## src/sv/dts_pkg.sv

```systemverilog
// Shared types and codes for the delta timer task scheduler.
`default_nettype none
package dts_pkg;

  typedef enum logic [1:0] {
    OP_ADD      = 2'd0,
    OP_TICK     = 2'd1,
    OP_DISPATCH = 2'd2,
    OP_DELETE   = 2'd3
  } op_t;

  typedef enum logic [2:0] {
    ST_ADDED    = 3'd0,
    ST_FULL     = 3'd1,
    ST_TICKED   = 3'd2,
    ST_RUN      = 3'd3,
    ST_NONE     = 3'd4,
    ST_DELETED  = 3'd5,
    ST_REFUSED  = 3'd6
  } status_t;

  typedef enum logic [1:0] {
    FSM_IDLE,
    FSM_SCAN,
    FSM_FINISH
  } fsm_t;

  typedef struct packed {
    logic        used;
    logic        armed;
    logic [31:0] ticks;
    logic [31:0] period;
    logic [7:0]  pending;
    logic [31:0] handle;
  } slot_rec_t;

  typedef struct packed {
    op_t         op;
    logic        claim_ok;
    logic        del_hit;
    logic [31:0] handle;
    logic [31:0] delay;
    logic [31:0] period;
  } head_ctl_t;

endpackage
`default_nettype wire

```

## src/sv/delta_timer_task_scheduler.sv

```systemverilog
// Top level: task-timer table as a rotating ring of slot cells with one head cell.
// Each request rotates the ring once: busy through the scan and finish states after acceptance.
// The final result strobe is registered from the finish state.
// Dispatch results come at most one per cycle; each is held until the next pending slot
// passes the head or the scan ends. Results cannot be stalled.
// Synchronous reset clears every slot cell directly; no clearing pass.
`default_nettype none
module delta_timer_task_scheduler #(
  parameter int POOL_SLOTS = 16
) (
  input  wire         clk,
  input  wire         rst,
  input  wire         start,
  output logic        busy,
  input  wire  [1:0]  operation,
  input  wire  [31:0] task_handle,
  input  wire  [31:0] first_delay,
  input  wire  [31:0] repeat_period,
  input  wire  [7:0]  target_slot,
  output logic        strobe,
  output logic [2:0]  status,
  output logic [5:0]  slot_id,
  output logic [31:0] run_handle,
  output logic [6:0]  fired_count,
  output logic        last
);
  import dts_pkg::*;

  localparam int IDXW = (POOL_SLOTS > 1) ? $clog2(POOL_SLOTS) : 1;
  localparam logic [IDXW-1:0] LAST_IDX = IDXW'(POOL_SLOTS - 1);

  fsm_t fsm, fsm_next;
  logic accept;
  logic scan_end;

  op_t             op_q;
  logic [31:0]     handle_q;
  logic [31:0]     delay_q;
  logic [31:0]     period_q;
  logic [7:0]      target_q;
  logic [IDXW-1:0] idx;
  logic            found;
  logic [IDXW-1:0] add_slot;
  logic [6:0]      fired;
  logic            held_v;
  logic [IDXW-1:0] held_slot;
  logic [31:0]     held_handle;
  logic            del_done;

  slot_rec_t cell_q [POOL_SLOTS];
  slot_rec_t head_nxt;
  head_ctl_t ctl;
  logic      hit;
  logic      shift;

  assign accept   = start && !busy;
  assign scan_end = (idx == LAST_IDX);
  assign shift    = (fsm == FSM_SCAN);

  always_ff @(posedge clk) begin
    if (rst) begin
      fsm <= FSM_IDLE;
    end else begin
      fsm <= fsm_next;
    end
  end

  always_comb begin
    fsm_next = fsm;
    busy     = 1'b1;
    unique case (fsm)
      FSM_IDLE: begin
        busy = 1'b0;
        if (start) begin
          fsm_next = FSM_SCAN;
        end
      end
      FSM_SCAN: begin
        if (scan_end) begin
          fsm_next = FSM_FINISH;
        end
      end
      FSM_FINISH: fsm_next = FSM_IDLE;
      default:    fsm_next = FSM_IDLE;
    endcase
  end

  assign ctl.op       = op_q;
  assign ctl.claim_ok = !found;
  assign ctl.del_hit  = (target_q == 8'(idx));
  assign ctl.handle   = handle_q;
  assign ctl.delay    = delay_q;
  assign ctl.period   = period_q;

  dts_head u_head (
    .ctl (ctl),
    .cur (cell_q[0]),
    .nxt (head_nxt),
    .hit (hit)
  );

  for (genvar i = 0; i < POOL_SLOTS; i++) begin : g_cell
    if (i == POOL_SLOTS - 1) begin : g_tail
      dts_cell u_cell (
        .clk   (clk),
        .rst   (rst),
        .shift (shift),
        .d     (head_nxt),
        .q     (cell_q[i])
      );
    end else begin : g_mid
      dts_cell u_cell (
        .clk   (clk),
        .rst   (rst),
        .shift (shift),
        .d     (cell_q[i+1]),
        .q     (cell_q[i])
      );
    end
  end

  always_ff @(posedge clk) begin
    if (rst) begin
      strobe <= 1'b0;
    end else begin
      strobe <= (fsm == FSM_FINISH) ||
                (shift && hit && (op_q == OP_DISPATCH) && held_v);
    end
    if (accept) begin
      op_q     <= op_t'(operation);
      handle_q <= task_handle;
      delay_q  <= first_delay;
      period_q <= repeat_period;
      target_q <= target_slot;
      idx      <= '0;
      found    <= 1'b0;
      fired    <= 7'd0;
      held_v   <= 1'b0;
      del_done <= 1'b0;
    end
    if (fsm == FSM_SCAN) begin
      idx <= scan_end ? '0 : idx + 1'b1;
      if (hit) begin
        unique case (op_q)
          OP_ADD: begin
            found    <= 1'b1;
            add_slot <= idx;
          end
          OP_TICK: fired <= fired + 7'd1;
          OP_DISPATCH: begin
            if (held_v) begin
              status      <= ST_RUN;
              slot_id     <= 6'(held_slot);
              run_handle  <= held_handle;
              fired_count <= 7'd0;
              last        <= 1'b0;
            end
            held_v      <= 1'b1;
            held_slot   <= idx;
            held_handle <= cell_q[0].handle;
          end
          OP_DELETE: del_done <= 1'b1;
          default: ;
        endcase
      end
    end
    if (fsm == FSM_FINISH) begin
      last <= 1'b1;
      unique case (op_q)
        OP_ADD: begin
          status      <= found ? ST_ADDED : ST_FULL;
          slot_id     <= found ? 6'(add_slot) : 6'd0;
          run_handle  <= 32'd0;
          fired_count <= 7'd0;
        end
        OP_TICK: begin
          status      <= ST_TICKED;
          slot_id     <= 6'd0;
          run_handle  <= 32'd0;
          fired_count <= fired;
        end
        OP_DISPATCH: begin
          status      <= held_v ? ST_RUN : ST_NONE;
          slot_id     <= held_v ? 6'(held_slot) : 6'd0;
          run_handle  <= held_v ? held_handle : 32'd0;
          fired_count <= 7'd0;
        end
        OP_DELETE: begin
          status      <= del_done ? ST_DELETED : ST_REFUSED;
          slot_id     <= del_done ? target_q[5:0] : 6'd0;
          run_handle  <= 32'd0;
          fired_count <= 7'd0;
        end
        default: ;
      endcase
    end
  end
endmodule
`default_nettype wire

```

## src/sv/dts_cell.sv

```systemverilog
// One slot cell of the rotating slot ring.
`default_nettype none
module dts_cell (
  input  wire                     clk,
  input  wire                     rst,
  input  wire                     shift,
  input  wire dts_pkg::slot_rec_t d,
  output dts_pkg::slot_rec_t      q
);
  import dts_pkg::*;

  slot_rec_t rec;

  always_ff @(posedge clk) begin
    if (rst) begin
      rec <= '0;
    end else if (shift) begin
      rec <= d;
    end
  end

  assign q = rec;
endmodule
`default_nettype wire

```

## src/sv/dts_head.sv

```systemverilog
// Head cell logic: applies the current request to the slot passing the ring head.
`default_nettype none
module dts_head (
  input  wire dts_pkg::head_ctl_t ctl,
  input  wire dts_pkg::slot_rec_t cur,
  output dts_pkg::slot_rec_t      nxt,
  output logic                    hit
);
  import dts_pkg::*;

  always_comb begin
    nxt = cur;
    hit = 1'b0;
    unique case (ctl.op)
      OP_ADD: begin
        if (ctl.claim_ok && !cur.used) begin
          hit         = 1'b1;
          nxt.used    = 1'b1;
          nxt.armed   = 1'b1;
          nxt.ticks   = ctl.delay;
          nxt.period  = ctl.period;
          nxt.pending = 8'd0;
          nxt.handle  = ctl.handle;
        end
      end
      OP_TICK: begin
        if (cur.armed) begin
          if (cur.ticks == 32'd0) begin
            hit = 1'b1;
            if (cur.pending != 8'hFF) begin
              nxt.pending = cur.pending + 8'd1;
            end
            if (cur.period != 32'd0) begin
              nxt.ticks = cur.period - 32'd1;
            end else begin
              nxt.armed = 1'b0;
            end
          end else begin
            nxt.ticks = cur.ticks - 32'd1;
          end
        end
      end
      OP_DISPATCH: begin
        if (cur.pending != 8'd0) begin
          hit         = 1'b1;
          nxt.pending = cur.pending - 8'd1;
          if (cur.period == 32'd0) begin
            nxt = '0;
          end
        end
      end
      OP_DELETE: begin
        if (ctl.del_hit && cur.used) begin
          hit = 1'b1;
          nxt = '0;
        end
      end
      default: ;
    endcase
  end
endmodule
`default_nettype wire

```

## config.mk

```make
export PLATFORM = sky130hd
export DESIGN_NAME = delta_timer_task_scheduler
export DESIGN_NICKNAME = d
export VERILOG_FILES = /design/src/sv/dts_pkg.sv /design/src/sv/delta_timer_task_scheduler.sv /design/src/sv/dts_cell.sv /design/src/sv/dts_head.sv
export SDC_FILE = /design/constraint.sdc
export NUM_CORES = 2
export LEC_CHECK = 0
export BUFFER_PORTS_ARGS = -buffer_cell sky130_fd_sc_hd__buf_4
export CORE_MARGIN = 2
export CORE_UTILIZATION = 55
export CTS_CLUSTER_SIZE = 24
export DETAILED_ROUTE_END_ITERATION = 16
export PLACE_DENSITY = 0.71
export RECOVER_POWER = 50
export SETUP_SLACK_MARGIN = 0.02
export SYNTH_ARGS = -nofsm -noshare
export SYNTH_HDL_FRONTEND = slang
export SYNTH_SLANG_ARGS = --single-unit
```

## constraint.sdc

```tcl
create_clock -name clk -period 13.8 [get_ports clk]
set_input_delay 3.45 -clock clk [delete_from_list [all_inputs] [get_ports clk]]
set_output_delay 3.45 -clock clk [all_outputs]
set_load 0.01 [all_outputs]
```

* After elaboration in Yosys (flattened, before gate mapping)
Cells that the tools add are included.
** Word-level totals
- Bits of input ports :: 109
- Output and inout port bits :: 51
- Flip-flop bits (word level) :: 1908
** Operators by class
- $add $sub $neg :: 6
- Equality and inequality tests :: 10
- Reduce and logical (&&, ||, !) cells :: 27
- Mux-type cells :: 77
** Operator list (count)
- two-way mux 106 bit :: 4
- two-way mux 32 bit :: 8
- one-hot mux 32 bit (3 select lines) :: 2
- one-hot mux 33 bit (4 select lines) :: 1
- zero test 32 bit :: 2
- one-hot mux 32 bit (2 select lines) :: 1
- subtractor 32 x 1 -> 32 bit (second input constant) :: 2
- two-way mux 7 bit :: 9
- two-way mux 6 bit :: 6
- two-way mux 33 bit :: 1
- one-hot mux 8 bit (4 select lines) :: 1
- nonzero test 32 bit :: 1
- two-way mux 8 bit :: 3
- one-hot mux 6 bit (4 select lines) :: 1
- two-way mux 1 bit :: 21
- two-way mux 4 bit :: 5
- two-way mux 3 bit :: 6
- one-hot mux 7 bit (2 select lines) :: 1
- one-hot mux 3 bit (4 select lines) :: 1
- nonzero test 2 bit :: 5
- adder 8 x 1 -> 8 bit (second input constant) :: 1
- equality test 8 x 4 -> 1 bit :: 1
- inequality test 8 bit (second input constant) :: 1
- AND reduction 4 bit :: 2
- other kinds (19) :: 34

* Longest topological paths before layout
- Depth in word-level cells :: 8
- Mapped depth :: 11
- Depth with buffers taken out :: 8

* By module
A second synthesis with hierarchy kept.
** Unflattened totals
- Cells, all modules :: 6637
- Area, all modules :: 72341.9 um^2
** By module, submodules not included
- dts_cell :: cells each 342, times used 16, area an instance 3778.6 um^2
- delta_timer_task_scheduler :: cells each 377, times used 1, area an instance 7312.0 um^2
- dts_head :: cells each 788, times used 1, area an instance 4571.9 um^2

* Worst setup path before layout
No wires, ideal clock.
- Path type :: input -> register
- From :: in start
- To :: reg fired[2]
- Library setup time :: 0.115 ns
- Setup slack :: 7.630 ns
- Required time :: 13.685 ns
- Stages :: 4
- Arrival :: 6.056 ns
- Cell sequence :: nand2_1 inv_1 mux2i_1 a21o_1
** Between the ends
- Longest elaborated chain between the ends :: 5
** RTL lines
- from (decl) :: line delta_timer_task_scheduler.sv:13 : input wire start,
- logical AND 1 bit (*) :: line delta_timer_task_scheduler.sv:56 : assign accept = start && !busy;
- via accept :: line delta_timer_task_scheduler.sv:33 : logic accept;
- two-way mux 7 bit (*) :: line delta_timer_task_scheduler.sv:129 : if (accept) begin
- two-way mux 7 bit :: line delta_timer_task_scheduler.sv:144 : unique case (op_q)
- two-way mux 7 bit :: line delta_timer_task_scheduler.sv:143 : if (hit) begin
- two-way mux 7 bit (*) :: line delta_timer_task_scheduler.sv:141 : if (fsm == FSM_SCAN) begin
- to (signal assigned) :: line delta_timer_task_scheduler.sv:149 : OP_TICK: fired <= fired + 7'd1;
- to (decl) :: line delta_timer_task_scheduler.sv:44 : logic [6:0] fired;
The timed path passes the listed nets; every way through them passes the cells marked *.
A chain may end at the register's enable or synchronous reset.

* Worst setup path after layout
- From :: in rst
- To :: reg g_cell[9].g_mid.u_cell.rec, in the netlist g_cell[9].g_mid.u_cell.q[90]
** RTL lines
- from (decl) :: line delta_timer_task_scheduler.sv:12 : input wire rst,
- to (signal assigned) :: line dts_cell.sv:16 : rec <= '0;
- to (signal assigned) :: line dts_cell.sv:18 : rec <= d;
- to (decl) :: line dts_cell.sv:12 : slot_rec_t rec;
No word-level cell between the ends.

==> summary.txt <==
Timing
  – Final WS setup: 5.05 ns
  – Final Cycle Share: 63.4%
  – Hold Vio Cnt, Final: 0
  – Max Fclk: around 0.11 GHz
  – Normalized max-slew margin: -164%
  – Fin crit period: 8.75 ns
  – RSZ-0062 raised after global routing: no
  – TNS Setup: 0 ns
  – Worst Skew: 0.0360 ns
  – WHS: between 0.4 and 0.5 ns
  – Slew Limit Fails: ~670
  – Slew @ Worst Pin: slightly below 4 ns
  – Final setup fails: 0

Critical path
  – CP bufs+invs: 3
  – Worst Path Arrival: 9.37 ns
  – CP Cell Sequence: clkbuf_1 -> clkbuf_1 -> buf_4 -> nor2_1
  – CP max-delay cell: clkbuf_1
  – Crit Path Category: in -> reg
  – Worst Path Max Fanout: between 90 and 100
  – Slowest cell delay on critical path: 2.39 ns
  – Req. time, crit path: 14.43 ns
  – CP Capture Type: flip-flop
  – CP most frequent cell: clkbuf_1
  – Crit path launch type: primary input
  – Crit-path leading delay family: buffers and inverters

Logic synthesis
  – Syn Nets: 6,752
  – FFs w/ async S/R, synth: 0%
  – Yosys cell types: 83
  – Top FF cell, synth: dfxtp_1
  – Post-Syn Instances: between 6k and 7k
  – Sequential area share after synthesis: 57.1%
  – Flops & latches, synth: about 1.9k
  – Post-Syn Area per Cell: 10.6 µm²
  – Mapped Area: 70,300 µm²
  – Yosys warns: 0
  – Post-synth EDFFs: just under 200

Floorplan
  – Top-level port count: 160
  – Starting density of the core: 55.3%
  – Core region area: roughly 130,000 µm²
  – Total Die Area: 131,000 µm²
  – Die height: 362 µm
  – Die W: 362 µm
  – Rows: 131

Power
  – Sw frac: approximately 28%
  – VDD IR max: 0.156 mV
  – Internal Power: between 9 and 10 mW
  – Register share of total power: 44.2%
  – Logic pwr share: 19.8%
  – Pleak: 28.8 nW
  – Total power: around 14 mW
  – Clock power share: a little over a third
  – NetSw: 3.79 mW
  – Power Density: 175 nW/µm²

CTS
  – Worst-path clk slew: 0.06 ns
  – Clock sinks: 1,908
  – Clk buf depth: 3
  – CTS tree: done
  – Gates resized, CTS repair: 0
  – CTS Hold Bufs: 0
  – Num CTS Buffers: about 190
  – Setup bufs post-CTS: 0
  – Clk_lat worst skew: 0.80 ns
  – CTS HTree Levels: 4
  – Root Buffer: clkbuf_16

Global routing
  – Global route total overflow: 0
  – First-pass GRT wire length: 224 mm
  – GRT Util Overall: 20.7%
  – Antenna violations before repair: 4
  – Largest net degree at the start of global routing: around 240
  – Vias in the first global route: 42.4k

Detailed routing
  – Initial DRC Count: 3,231
  – Pre-Repair DR Iteration Count: 7
  – DRT antenna net count: 0
  – Post-route DRC: 0
  – Vias: roughly 45k
  – DR WL/cell: about 16 µm
  – Via-per-instance ratio: 5.40
  – Total Routed Length: 138 mm

Job
  – Number of max-cap violations: 13

Outcome
  – Status: finished, violations left
  – Failing checks: max-capacitance violations, max-slew violations

Layout
  – Share of layout cells above drive strength 1: 7.40%
  – Antenna diodes: 0
  – NumNets Final: 6,674
  – Most common cell after layout, fill and taps aside: dfxtp_1
  – Final Core Density: 61.5%
  – Fin area: 78,200 µm²
  – Most frequent cells in the layout: 1,710 x dfxtp_1, 1,692 x nor2_1, 1,596 x mux2i_1
  – Synth-to-Final Area Change: 11.2%
  – Non-Filler Instances: 8,362

Placement
  – DPL Wire Length: 84.6 mm
  – # port buffers: around 160
  – # placed instances: 8,021
  – DP Worst Slack: approximately 7.0 ns
  – RePlAce Congestion: 0.902
  – Dpl cell area: 72,300 µm²

Worst hold path
  – Worst Hold Class: reg -> reg
## flip-flops by register name (all words and copies together), names as in the netlist
name	count
add_slot	4
del_done	1
delay_q	32
fired	7
fired_count	7
found	1
fsm	2
g_cell.g_mid.u_cell.q	1590
g_cell.g_tail.u_cell.q	106
handle_q	32
held_handle	32
held_slot	4
held_v	1
idx	4
last	1
op_q	2
period_q	32
run_handle	32
slot_id	6
status	3
strobe	1
target_q	8
## routing by layer
| layer | up-vias | GRT usage (%) | routed length, µm | part of all wire [%] |
|---|---|---|---|---|
| li1 | 22600 | - | - | - |
| met1 | 21500 | 29.9 | 68200 | 49 |
| met2 | 814 | 32.0 | 60900 | 44 |
| met3 | 208 | 3.41 | 6250 | 4.5 |
| met4 | 0 | 5.69 | 2570 | 1.9 |
| met5 | - | 0 | 0 | 0 |
## cell type report
class | instances | area (µm²)
Clock buffer | 283 | 5540
Clock inverter | 58 | 517
Fill cell | 10400 | 49000
Inverter | 29 | 111
Multi-Input combinational cell | 4207 | 28200
Sequential cell | 1908 | 40200
Tap cell | 1662 | 2080
Timing Repair Buffer | 215 | 1580
## tightest hold or removal path: stages, from the launching register on
cell	delay (ns)
dfxtp_1	0.32
mux2i_1	0.07
nor2_1	0.07
## final timing paths
path,from,to,slack [ns],cells after the start
max,rst,g_cell[9].g_mid.u_cell.q[90],5.05,4
min,g_cell[7].g_mid.u_cell.q[76],g_cell[6].g_mid.u_cell.q[76],0.47,2
max reg2reg,fsm[1],g_cell[3].g_mid.u_cell.q[7],5.51,6
min reg2reg,g_cell[7].g_mid.u_cell.q[76],g_cell[6].g_mid.u_cell.q[76],0.47,2
## logic make-up (layout without fill, tap and decap cells)
family,Yosys count,in the layout,synth area share (%)
AO/OA/AOI/OAI,427,427,4.26
XOR/XNOR,33,33,0.411
adder cells (fa/ha/maj),16,16,0.285
buffers and inverters,512,585,2.80
flip-flops,1908,1908,57.1
multiplexers,1598,1598,22.7
AND/OR/NAND/NOR,2133,2133,12.4
## power groups by stage
stage / Clock [mW] / Sequential, mW / Combinational, mW
floorplan: 0 / 6.11 / 2.21
CTS: 5.05 / 6.06 / 2.67
global placement: 0 / 6.17 / 2.64
finish: 4.93 / 6.07 / 2.72
global route: 5.28 / 6.09 / 2.89
detailed placement: 0 / 6.18 / 2.66
## Yosys cell counts, drive strengths merged (19+ instances only)
cell | n | area (µm²)
a21oi | 51 | 255
a31oi | 83 | 519
buf | 158 | 642
clkbuf | 325 | 1220
dfxtp | 1710 | 34200
edfxtp | 198 | 5950
inv | 28 | 105
mux2i | 1596 | 16000
nand2 | 195 | 734
nand3 | 31 | 168
nor2 | 1693 | 6350
nor2b | 37 | 231
nor3 | 40 | 211
nor4 | 26 | 199
o211ai | 28 | 210
o21ai | 75 | 375
o221ai | 68 | 596
or3 | 23 | 144
or4 | 19 | 165
(Power assumes the default switching activity.)
